`src/design/dsps_pkg.sv`:
```
// Shared types, constants and control structures for the daily slot pump scheduler.
`default_nettype none
package dsps_pkg;

	localparam int SLOTS_DEF      = 10;
	localparam int DAY_MINUTES    = 1440;
	localparam int MINUTE_SECONDS = 60;
	localparam int MAX_HOUR       = 23;
	localparam int MAX_MINUTE     = 59;

	typedef enum logic [1:0] {
		KIND_TICK    = 2'd0,
		KIND_WRITE   = 2'd1,
		KIND_MANUAL  = 2'd2,
		KIND_RESCHED = 2'd3
	} kind_t;

	typedef struct packed {
		kind_t       kind;
		logic [4:0]  now_hour;
		logic [5:0]  now_minute;
		logic [5:0]  now_second;
		logic [3:0]  slot_number;
		logic [4:0]  start_hour;
		logic [5:0]  start_minute;
		logic [15:0] run_seconds;
		logic        slot_enabled;
		logic [15:0] manual_seconds;
	} item_t;

	typedef struct packed {
		logic        pump_on;
		logic [15:0] remaining_run;
		logic [16:0] seconds_to_start;
		logic        next_found;
		logic [3:0]  next_slot;
		logic [4:0]  next_hour;
		logic [5:0]  next_minute;
		logic [15:0] next_duration;
	} result_t;

	typedef struct packed {
		logic load;
		logic exec;
		logic scan_clr;
		logic scan_step;
		logic apply;
		logic resp;
	} ctl_cmd_t;

	typedef struct packed {
		logic need_scan;
		logic scan_last;
	} dp_status_t;

endpackage
`default_nettype wire

```
`src/design/dsps_datapath.sv`:
```
// Datapath of the scheduler: slot table, countdown, slot scan and result register.
`default_nettype none
module dsps_datapath #(
	parameter int SLOTS = dsps_pkg::SLOTS_DEF
) (
	input  wire                  clk,
	input  wire                  arst_n,
	input  dsps_pkg::item_t      item,
	input  dsps_pkg::ctl_cmd_t   cmd,
	output dsps_pkg::dp_status_t sts,
	output dsps_pkg::result_t    result
);
	import dsps_pkg::*;

	localparam int IW = (SLOTS > 1) ? $clog2(SLOTS) : 1;

	item_t          item_q;
	logic [16:0]    cd_q;
	logic [15:0]    pend_q;
	logic           pump_q;
	logic [IW-1:0]  nidx_q;
	logic           nvld_q;
	logic [4:0]     nhour_q;
	logic [5:0]     nmin_q;

	logic [SLOTS-1:0] svld_q;
	logic [4:0]       shour_q [SLOTS];
	logic [5:0]       smin_q  [SLOTS];
	logic [15:0]      sdur_q  [SLOTS];

	logic [IW-1:0]  idx_q;
	logic [10:0]    best_q;
	logic [10:0]    now_q;
	logic [5:0]     sec_q;
	logic [IW-1:0]  bidx_q;
	logic [4:0]     bhour_q;
	logic [5:0]     bmin_q;
	logic [15:0]    bdur_q;
	result_t        res_q;

	logic [4:0]     hsat;
	logic [5:0]     msat;
	logic [5:0]     ssat;
	logic [10:0]    now_c;
	logic           wr_ok;
	logic           wr_clr;
	logic [IW-1:0]  wr_addr;
	logic [16:0]    cd_dec;
	logic [10:0]    v_c;
	logic [10:0]    d_c;
	logic           take;
	logic           found;
	logic [16:0]    cd_new;
	result_t        res_c;

	always_comb begin
		hsat  = (item_q.now_hour > 5'(MAX_HOUR)) ? 5'(MAX_HOUR) : item_q.now_hour;
		msat  = (item_q.now_minute > 6'(MAX_MINUTE)) ? 6'(MAX_MINUTE) : item_q.now_minute;
		ssat  = (item_q.now_second > 6'(MAX_MINUTE)) ? 6'(MAX_MINUTE) : item_q.now_second;
		now_c = 11'(hsat) * 11'(MINUTE_SECONDS) + 11'(msat);

		wr_ok   = (item_q.kind == KIND_WRITE) && (item_q.slot_number != 4'd0)
			&& (item_q.slot_number <= 4'(SLOTS));
		wr_clr  = (item_q.start_hour > 5'(MAX_HOUR)) || (item_q.start_minute > 6'(MAX_MINUTE))
			|| (item_q.run_seconds == 16'd0);
		wr_addr = IW'(item_q.slot_number - 4'd1);

		cd_dec = cd_q - 17'd1;
		sts.need_scan = (item_q.kind == KIND_RESCHED)
			|| ((item_q.kind == KIND_TICK) && (cd_q == 17'd1) && pump_q);
		sts.scan_last = (idx_q == IW'(SLOTS - 1));

		v_c  = 11'(shour_q[idx_q]) * 11'(MINUTE_SECONDS) + 11'(smin_q[idx_q]);
		d_c  = v_c - now_q + ((v_c > now_q) ? 11'd0 : 11'(DAY_MINUTES));
		take = svld_q[idx_q] && (d_c < best_q);

		found  = (best_q < 11'(DAY_MINUTES));
		cd_new = 17'(best_q) * 17'(MINUTE_SECONDS) - 17'(sec_q);

		res_c.pump_on          = pump_q;
		res_c.remaining_run    = !pump_q ? 16'd0 : ((cd_q > 17'hFFFF) ? 16'hFFFF : cd_q[15:0]);
		res_c.seconds_to_start = pump_q ? 17'd0 : cd_q;
		res_c.next_found       = nvld_q;
		res_c.next_slot        = nvld_q ? 4'(nidx_q) : 4'd0;
		res_c.next_hour        = nvld_q ? nhour_q : 5'd0;
		res_c.next_minute      = nvld_q ? nmin_q : 6'd0;
		res_c.next_duration    = nvld_q ? pend_q : 16'd0;
	end

	always_ff @(posedge clk or negedge arst_n) begin
		if (!arst_n) begin
			cd_q    <= '0;
			pend_q  <= '0;
			pump_q  <= 1'b0;
			nidx_q  <= '0;
			nvld_q  <= 1'b0;
			nhour_q <= '0;
			nmin_q  <= '0;
			svld_q  <= '0;
			idx_q   <= '0;
			best_q  <= '0;
		end else begin
			if (cmd.exec) begin
				case (item_q.kind)
					KIND_TICK: begin
						if (cd_q != 17'd0) begin
							cd_q <= ((cd_dec == 17'd0) && !pump_q) ? 17'(pend_q) : cd_dec;
							if (cd_dec == 17'd0) begin
								pump_q <= !pump_q;
							end
						end
					end
					KIND_WRITE: begin
						if (wr_ok) begin
							svld_q[wr_addr] <= !wr_clr;
							if (wr_addr == nidx_q) begin
								nhour_q <= wr_clr ? 5'd0 : item_q.start_hour;
								nmin_q  <= wr_clr ? 6'd0 : item_q.start_minute;
							end
						end
					end
					KIND_MANUAL: begin
						if (item_q.manual_seconds != 16'd0) begin
							cd_q   <= 17'(item_q.manual_seconds);
							pump_q <= 1'b1;
						end
					end
					default: begin
					end
				endcase
			end
			if (cmd.scan_clr) begin
				idx_q  <= '0;
				best_q <= 11'(DAY_MINUTES);
			end
			if (cmd.scan_step) begin
				idx_q <= idx_q + IW'(1);
				if (take) begin
					best_q <= d_c;
				end
			end
			if (cmd.apply) begin
				if (found) begin
					cd_q    <= cd_new;
					pend_q  <= bdur_q;
					nidx_q  <= bidx_q;
					nvld_q  <= 1'b1;
					nhour_q <= bhour_q;
					nmin_q  <= bmin_q;
				end else begin
					nvld_q <= 1'b0;
					if (!pump_q) begin
						cd_q <= '0;
					end
				end
			end
		end
	end

	always_ff @(posedge clk) begin
		if (cmd.load) begin
			item_q <= item;
		end
		if (cmd.exec && wr_ok && !wr_clr) begin
			shour_q[wr_addr] <= item_q.start_hour;
			smin_q[wr_addr]  <= item_q.start_minute;
			sdur_q[wr_addr]  <= item_q.run_seconds;
		end
		if (cmd.scan_clr) begin
			now_q  <= now_c;
			sec_q  <= ssat;
			bidx_q <= '0;
		end
		if (cmd.scan_step && take) begin
			bidx_q  <= idx_q;
			bhour_q <= shour_q[idx_q];
			bmin_q  <= smin_q[idx_q];
			bdur_q  <= sdur_q[idx_q];
		end
		if (cmd.resp) begin
			res_q <= res_c;
		end
	end

	assign result = res_q;

endmodule
`default_nettype wire

```
`src/design/dsps_control.sv`:
```
// Controller state machine that sequences each word through execute, scan and response.
`default_nettype none
module dsps_control (
	input  wire                  clk,
	input  wire                  arst_n,
	input  wire                  start,
	input  dsps_pkg::dp_status_t sts,
	output dsps_pkg::ctl_cmd_t   cmd,
	output logic                 busy,
	output logic                 done
);
	import dsps_pkg::*;

	typedef enum logic [2:0] {
		ST_IDLE,
		ST_EXEC,
		ST_SCAN,
		ST_APPLY,
		ST_RESP
	} state_t;

	state_t state_q;
	logic   done_q;

	always_ff @(posedge clk or negedge arst_n) begin
		if (!arst_n) begin
			state_q <= ST_IDLE;
			done_q  <= 1'b0;
		end else begin
			done_q <= (state_q == ST_RESP);
			case (state_q)
				ST_IDLE: begin
					if (start) begin
						state_q <= ST_EXEC;
					end
				end
				ST_EXEC: begin
					state_q <= sts.need_scan ? ST_SCAN : ST_RESP;
				end
				ST_SCAN: begin
					if (sts.scan_last) begin
						state_q <= ST_APPLY;
					end
				end
				ST_APPLY: begin
					state_q <= ST_RESP;
				end
				ST_RESP: begin
					state_q <= ST_IDLE;
				end
				default: begin
					state_q <= ST_IDLE;
				end
			endcase
		end
	end

	always_comb begin
		cmd.load      = (state_q == ST_IDLE) && start;
		cmd.exec      = (state_q == ST_EXEC);
		cmd.scan_clr  = (state_q == ST_EXEC) && sts.need_scan;
		cmd.scan_step = (state_q == ST_SCAN);
		cmd.apply     = (state_q == ST_APPLY);
		cmd.resp      = (state_q == ST_RESP);
	end

	assign busy = (state_q != ST_IDLE);
	assign done = done_q;

endmodule
`default_nettype wire

```
`src/design/daily_slot_pump_scheduler.sv`:
```
// Top level of the daily slot pump scheduler: controller and datapath.
//
// An input word is taken at a rising edge where start is high and busy is low.
// The word is a tick, a slot write, a manual run or a reschedule, as its kind says.
// Exactly one result word follows each input word: done is high for one cycle
// and result carries the pump level, the countdowns and the next scheduled slot.
// The receiver cannot hold a result off; it must take it in the cycle done is high.
// A word that needs no slot scan goes from the execute state to the response state,
// where its result is registered; busy stays high through that state, so a new word
// is taken only once the last one is through. A reschedule, or a tick that ends a
// run, scans the slot table one slot per cycle, then applies the best slot before
// the response. The single shared scan comparator makes the scan go slot by slot.
// Reset clears the slot table, the countdown, the pump and the next-slot record,
// and leaves the block idle with done low.
`default_nettype none
module daily_slot_pump_scheduler #(
	parameter int SLOTS = dsps_pkg::SLOTS_DEF
) (
	input  wire                clk,
	input  wire                arst_n,
	input  wire                start,
	output logic               busy,
	input  dsps_pkg::item_t    item,
	output logic               done,
	output dsps_pkg::result_t  result
);
	import dsps_pkg::*;

	ctl_cmd_t   cmd;
	dp_status_t sts;

	dsps_control u_control (
		.clk    (clk),
		.arst_n (arst_n),
		.start  (start),
		.sts    (sts),
		.cmd    (cmd),
		.busy   (busy),
		.done   (done)
	);

	dsps_datapath #(
		.SLOTS (SLOTS)
	) u_datapath (
		.clk    (clk),
		.arst_n (arst_n),
		.item   (item),
		.cmd    (cmd),
		.sts    (sts),
		.result (result)
	);

endmodule
`default_nettype wire

```
`config.mk`:
```
export PLATFORM = sky130hd
export DESIGN_NAME = daily_slot_pump_scheduler
export DESIGN_NICKNAME = d
export VERILOG_FILES = /design/src/design/dsps_pkg.sv /design/src/design/dsps_datapath.sv /design/src/design/dsps_control.sv /design/src/design/daily_slot_pump_scheduler.sv
export SDC_FILE = /design/constraint.sdc
export NUM_CORES = 1
export LEC_CHECK = 0
export ABC_AREA = 0
export BUFFER_PORTS_ARGS = -buffer_cell sky130_fd_sc_hd__buf_4
export CORE_MARGIN = 2
export CORE_UTILIZATION = 25
export CTS_CLUSTER_DIAMETER = 50
export CTS_CLUSTER_SIZE = 8
export DETAILED_ROUTE_END_ITERATION = 6
export PLACE_DENSITY_LB_ADDON = 0.1
export SYNTH_ARGS = -nofsm -noshare
export SYNTH_HDL_FRONTEND = slang
export SYNTH_HIERARCHICAL = 1
export SYNTH_SLANG_ARGS = --single-unit
export TNS_END_PERCENT = 5
```
`constraint.sdc`:
```
create_clock -name clk -period 15.9 [get_ports clk]
set_input_delay 1.59 -clock clk [delete_from_list [all_inputs] [get_ports clk]]
set_output_delay 1.59 -clock clk [all_outputs]
set_load 0.02 [all_outputs]
```
==> impl_metrics.toml <==
[clocking]
clockBufferDepth = 3
root_buffer = "sky130_fd_sc_hd__clkbuf_16"
cts.repair.resized = 0
cts_setup_buffers = 0
clk_latency_ps = 650
tritoncts_clock_tree = "yes"
clkSinkCount = 529
cts_hold_buf = 0
clock_buffer_count_from_cts = 89
cts.reportedPaths.clkPinSlew_ps = 50
htreeDepth = 3

[worst_setup_path]
critical_path_endpoint_category = "register"
setup.worst_path.start_class = "register"
worst_setup_path_startpoint = "u_datapath/idx_q[1]"
worst-r2r-cell-count = 34
critPathSlowestCell = "sky130_fd_sc_hd__o21ai_0"
cp_slowest_stage_delay_ps = 970
worst_path_required_time_ps = 16170
worst_ep_arrival_time_ps = 10290
timing.rr.start = "u_datapath/idx_q[1]"
timing.setup.critical_path_class = "reg -> reg"
crit_fanout = 46
path_common_cell = "sky130_fd_sc_hd__a21oi_1"

[finish]
seq_area_sq_mm = 0.0155
layout-area-overhead-vs-synth_pct = 21.7
final-instance-count-excl-fill = 3351
filler_cell_count = 9833
antenna_cells = 0
final_layout_size_suffix_gt1_frac = 0.188
net_count_of_the_finished_layout = 2212
multi_input_area_sq_mm = 0.00867

[timing]
clock.fmax_ghz = 0.0998
count_of_pins_over_their_slew_limit = 0
final.min_clock_period_ps = 10020
final_hold_viol_count = 0
worst_slew_pin_slew_ps = 1280
layout_worst_path_cycle_share = 0.630
setup_violations = 0
finalClockSkew_ps = 42.9
setup-tns-final_ps = 0
slew_headroom = 0.140
rsz0062_at_grt = "false"
post-route-worst-setup-slack_ps = 5880

[floorplanning]
die_height_um = 320
ios = 138
floorplan.die.width_um = 320
coreArea_sq_mm = 0.0986
num_rows = 115
die_area_sq_mm = 0.102
start_util = 0.253

[grt]
grt_pass1_vias = 15900
overflow = 0
grt_pass1_wl_mm = 102
grt_use_total = 0.133
antenna_found_initial = 6
pin_count_of_the_biggest_net_entering_global_routing = 58

[drt]
remaining_drc_errors = 0
avgViaCountPerCell = 4.46
first_iter_violations = 965
totalWireLength_mm = 67.2
count_of_tritonroute_iterations_in_the_first_routing_pass = 6
routedWlPerCell_um = 20.0
vias = 14900
drt.antenna.violating_nets = 0

[hold_path]
min_path_cells = 2
hold_path.startpoint = "u_datapath/bdur_q[2]"
worst_min_path_class = "reg -> reg"

[synth]
post-synth-top-area-cell = "sky130_fd_sc_hd__edfxtp_1"
ys.warnings.count = 6
syn-num-nets = 2049
synth.area.top_cells = "sky130_fd_sc_hd__edfxtp_1 (54%), sky130_fd_sc_hd__dfrtp_1 (7.9%), sky130_fd_sc_hd__ha_1 (5.1%), sky130_fd_sc_hd__mux4_2 (5.1%), sky130_fd_sc_hd__fa_1 (3.3%)"
post_synth_edffs = 450
synth_top_area_share = 0.542
synth.yosys.seq_area_share = 0.622
avgSynthCellArea_sq_um = 13.6
synth.cell_area_sq_mm = 0.0249
ys_ff_latch = 529
post_synth_inst_count = 1837
yosysUniqueCellTypes = 78
postSynth.topFlopCell = "sky130_fd_sc_hd__edfxtp_1"
async_flop_share = 0.149

[place]
gp_congestion = 0.821
buffer_ports.inserted = 136
dp.final_hpwl_mm = 44.9
dpl.cell_count = 3196
pre_cts_slack_ps = 5730

[outcome]
status = "completed"

[job]
max_cap_viols = 0
==> stage by stage <==
step / cell area (sq um) / hold WS, ps / utilization
final: 30300 / 436 / 0.308
after floorplan: 24900 / 415 / -
after detailed placement: 27400 / 422 / 0.278
after global routing: 30300 / 450 / 0.308
after global placement: 27400 / 427 / 0.278
after CTS: 30300 / 438 / 0.308
==> sequential cells by signal, indices dropped and copies added (netlist names), 16 cells and up <==
name	cells
u_datapath/sdur_q	160
u_datapath/item_q	66
u_datapath/bdur_q	16
u_datapath/cd_q	17
u_datapath/result	66
u_datapath/shour_q	50
u_datapath/pend_q	16
u_datapath/smin_q	60
==> metal layers <==
metal | up-vias | GRT usage | wire length, um
met3 | 109 | 0.0243 | 2770
li1 | 7035 | - | -
met1 | 7493 | 0.178 | 31100
met2 | 304 | 0.213 | 31400
met4 | 0 | 0.0498 | 1960
met5 | - | 0 | 0
==> cells in the final DEF, fill, tap and decap left out, types with 6 or more instances in the layout <==
cell and instances:
sky130_fd_sc_hd__bufinv_16 6, sky130_fd_sc_hd__buf_4 163, sky130_fd_sc_hd__nand3_1 21, sky130_fd_sc_hd__ha_1 101, sky130_fd_sc_hd__nor2_1 95, sky130_fd_sc_hd__nand2_1 200, sky130_fd_sc_hd__a21o_1 11, sky130_fd_sc_hd__o31ai_1 11
sky130_fd_sc_hd__o22a_1 9, sky130_fd_sc_hd__a21oi_1 80, sky130_fd_sc_hd__o211ai_1 6, sky130_fd_sc_hd__edfxtp_1 450, sky130_fd_sc_hd__nor2b_1 52, sky130_fd_sc_hd__clkbuf_16 91, sky130_fd_sc_hd__xor2_1 25, sky130_fd_sc_hd__inv_1 115
sky130_fd_sc_hd__a211oi_1 24, sky130_fd_sc_hd__o21bai_1 6, sky130_fd_sc_hd__nor3_1 12, sky130_fd_sc_hd__fa_1 41, sky130_fd_sc_hd__a31oi_1 30, sky130_fd_sc_hd__dfrtp_1 77, sky130_fd_sc_hd__nand2b_1 20, sky130_fd_sc_hd__and2_1 34
sky130_fd_sc_hd__o21ai_0 54, sky130_fd_sc_hd__mux2_2 10, sky130_fd_sc_hd__mux2i_1 8, sky130_fd_sc_hd__xnor2_1 46, sky130_fd_sc_hd__clkinv_1 7, sky130_fd_sc_hd__nor4_1 17, sky130_fd_sc_hd__mux4_2 56, sky130_fd_sc_hd__nand4_1 15
sky130_fd_sc_hd__clkbuf_1 31, sky130_fd_sc_hd__o21ai_1 11, sky130_fd_sc_hd__a22oi_1 7, sky130_fd_sc_hd__nor2_2 11
==> cell type report <==
type | instances | area share
sequential | 529 | 0.511
multi-input combinational | 1099 | 0.286
clock buffer | 125 | 0.0803
tap | 1287 | 0.0531
timing repair buffer | 163 | 0.0404
inverter | 118 | 0.0146
clock inverter | 30 | 0.0144
==> Yosys cell counts (41+ instances only) <==
library cell               count
sky130_fd_sc_hd__nor2_1      106
sky130_fd_sc_hd__edfxtp_1    450
sky130_fd_sc_hd__fa_1         41
sky130_fd_sc_hd__clkbuf_1     73
sky130_fd_sc_hd__dfrtp_1      79
sky130_fd_sc_hd__o21ai_0      54
sky130_fd_sc_hd__inv_1       116
sky130_fd_sc_hd__nand2_1     200
sky130_fd_sc_hd__mux4_2       56
sky130_fd_sc_hd__a21oi_1      80
sky130_fd_sc_hd__xnor2_1      46
sky130_fd_sc_hd__ha_1        101
sky130_fd_sc_hd__nor2b_1      52
==> path summary, 6_finish.rpt <==
path	slack, ps	to
min in group asynchronous	850	u_datapath/cd_q[6]
min reg2reg	440	u_datapath/pend_q[2]
max reg2reg	5880	u_datapath/bmin_q[5]
max	5880	u_datapath/bmin_q[5]
max in group asynchronous	13760	u_datapath/idx_q[0]
min	440	u_datapath/pend_q[2]
==> critical path: cells and delay by family, from the launching register on <==
kind / cells / cell delay (ps)
compound gates: 11 / 3000
fa+ha+maj: 7 / 2800
buf+inv: 5 / 1250
simple gates: 7 / 780
xor+xnor: 3 / 740
flops: 1 / 640
mux: 1 / 420
==> kinds of logic (layout without fill, tap and decap cells) <==
| family | count (synthesis) | count (layout) | synth area share |
|---|---|---|---|
| AO/OA/AOI/OAI | 290 | 290 | 0.0759 |
| XOR/XNOR | 72 | 72 | 0.0259 |
| adder cells (fa/ha/maj) | 142 | 142 | 0.0837 |
| buffers and inverters | 209 | 436 | 0.0320 |
| flip-flops | 529 | 529 | 0.622 |
| multiplexers | 78 | 78 | 0.0602 |
| AND/OR/NAND/NOR | 517 | 517 | 0.101 |
Power is not shown: default switching activity piles up to over one toggle a cycle in this logic, so the estimate is an artifact.
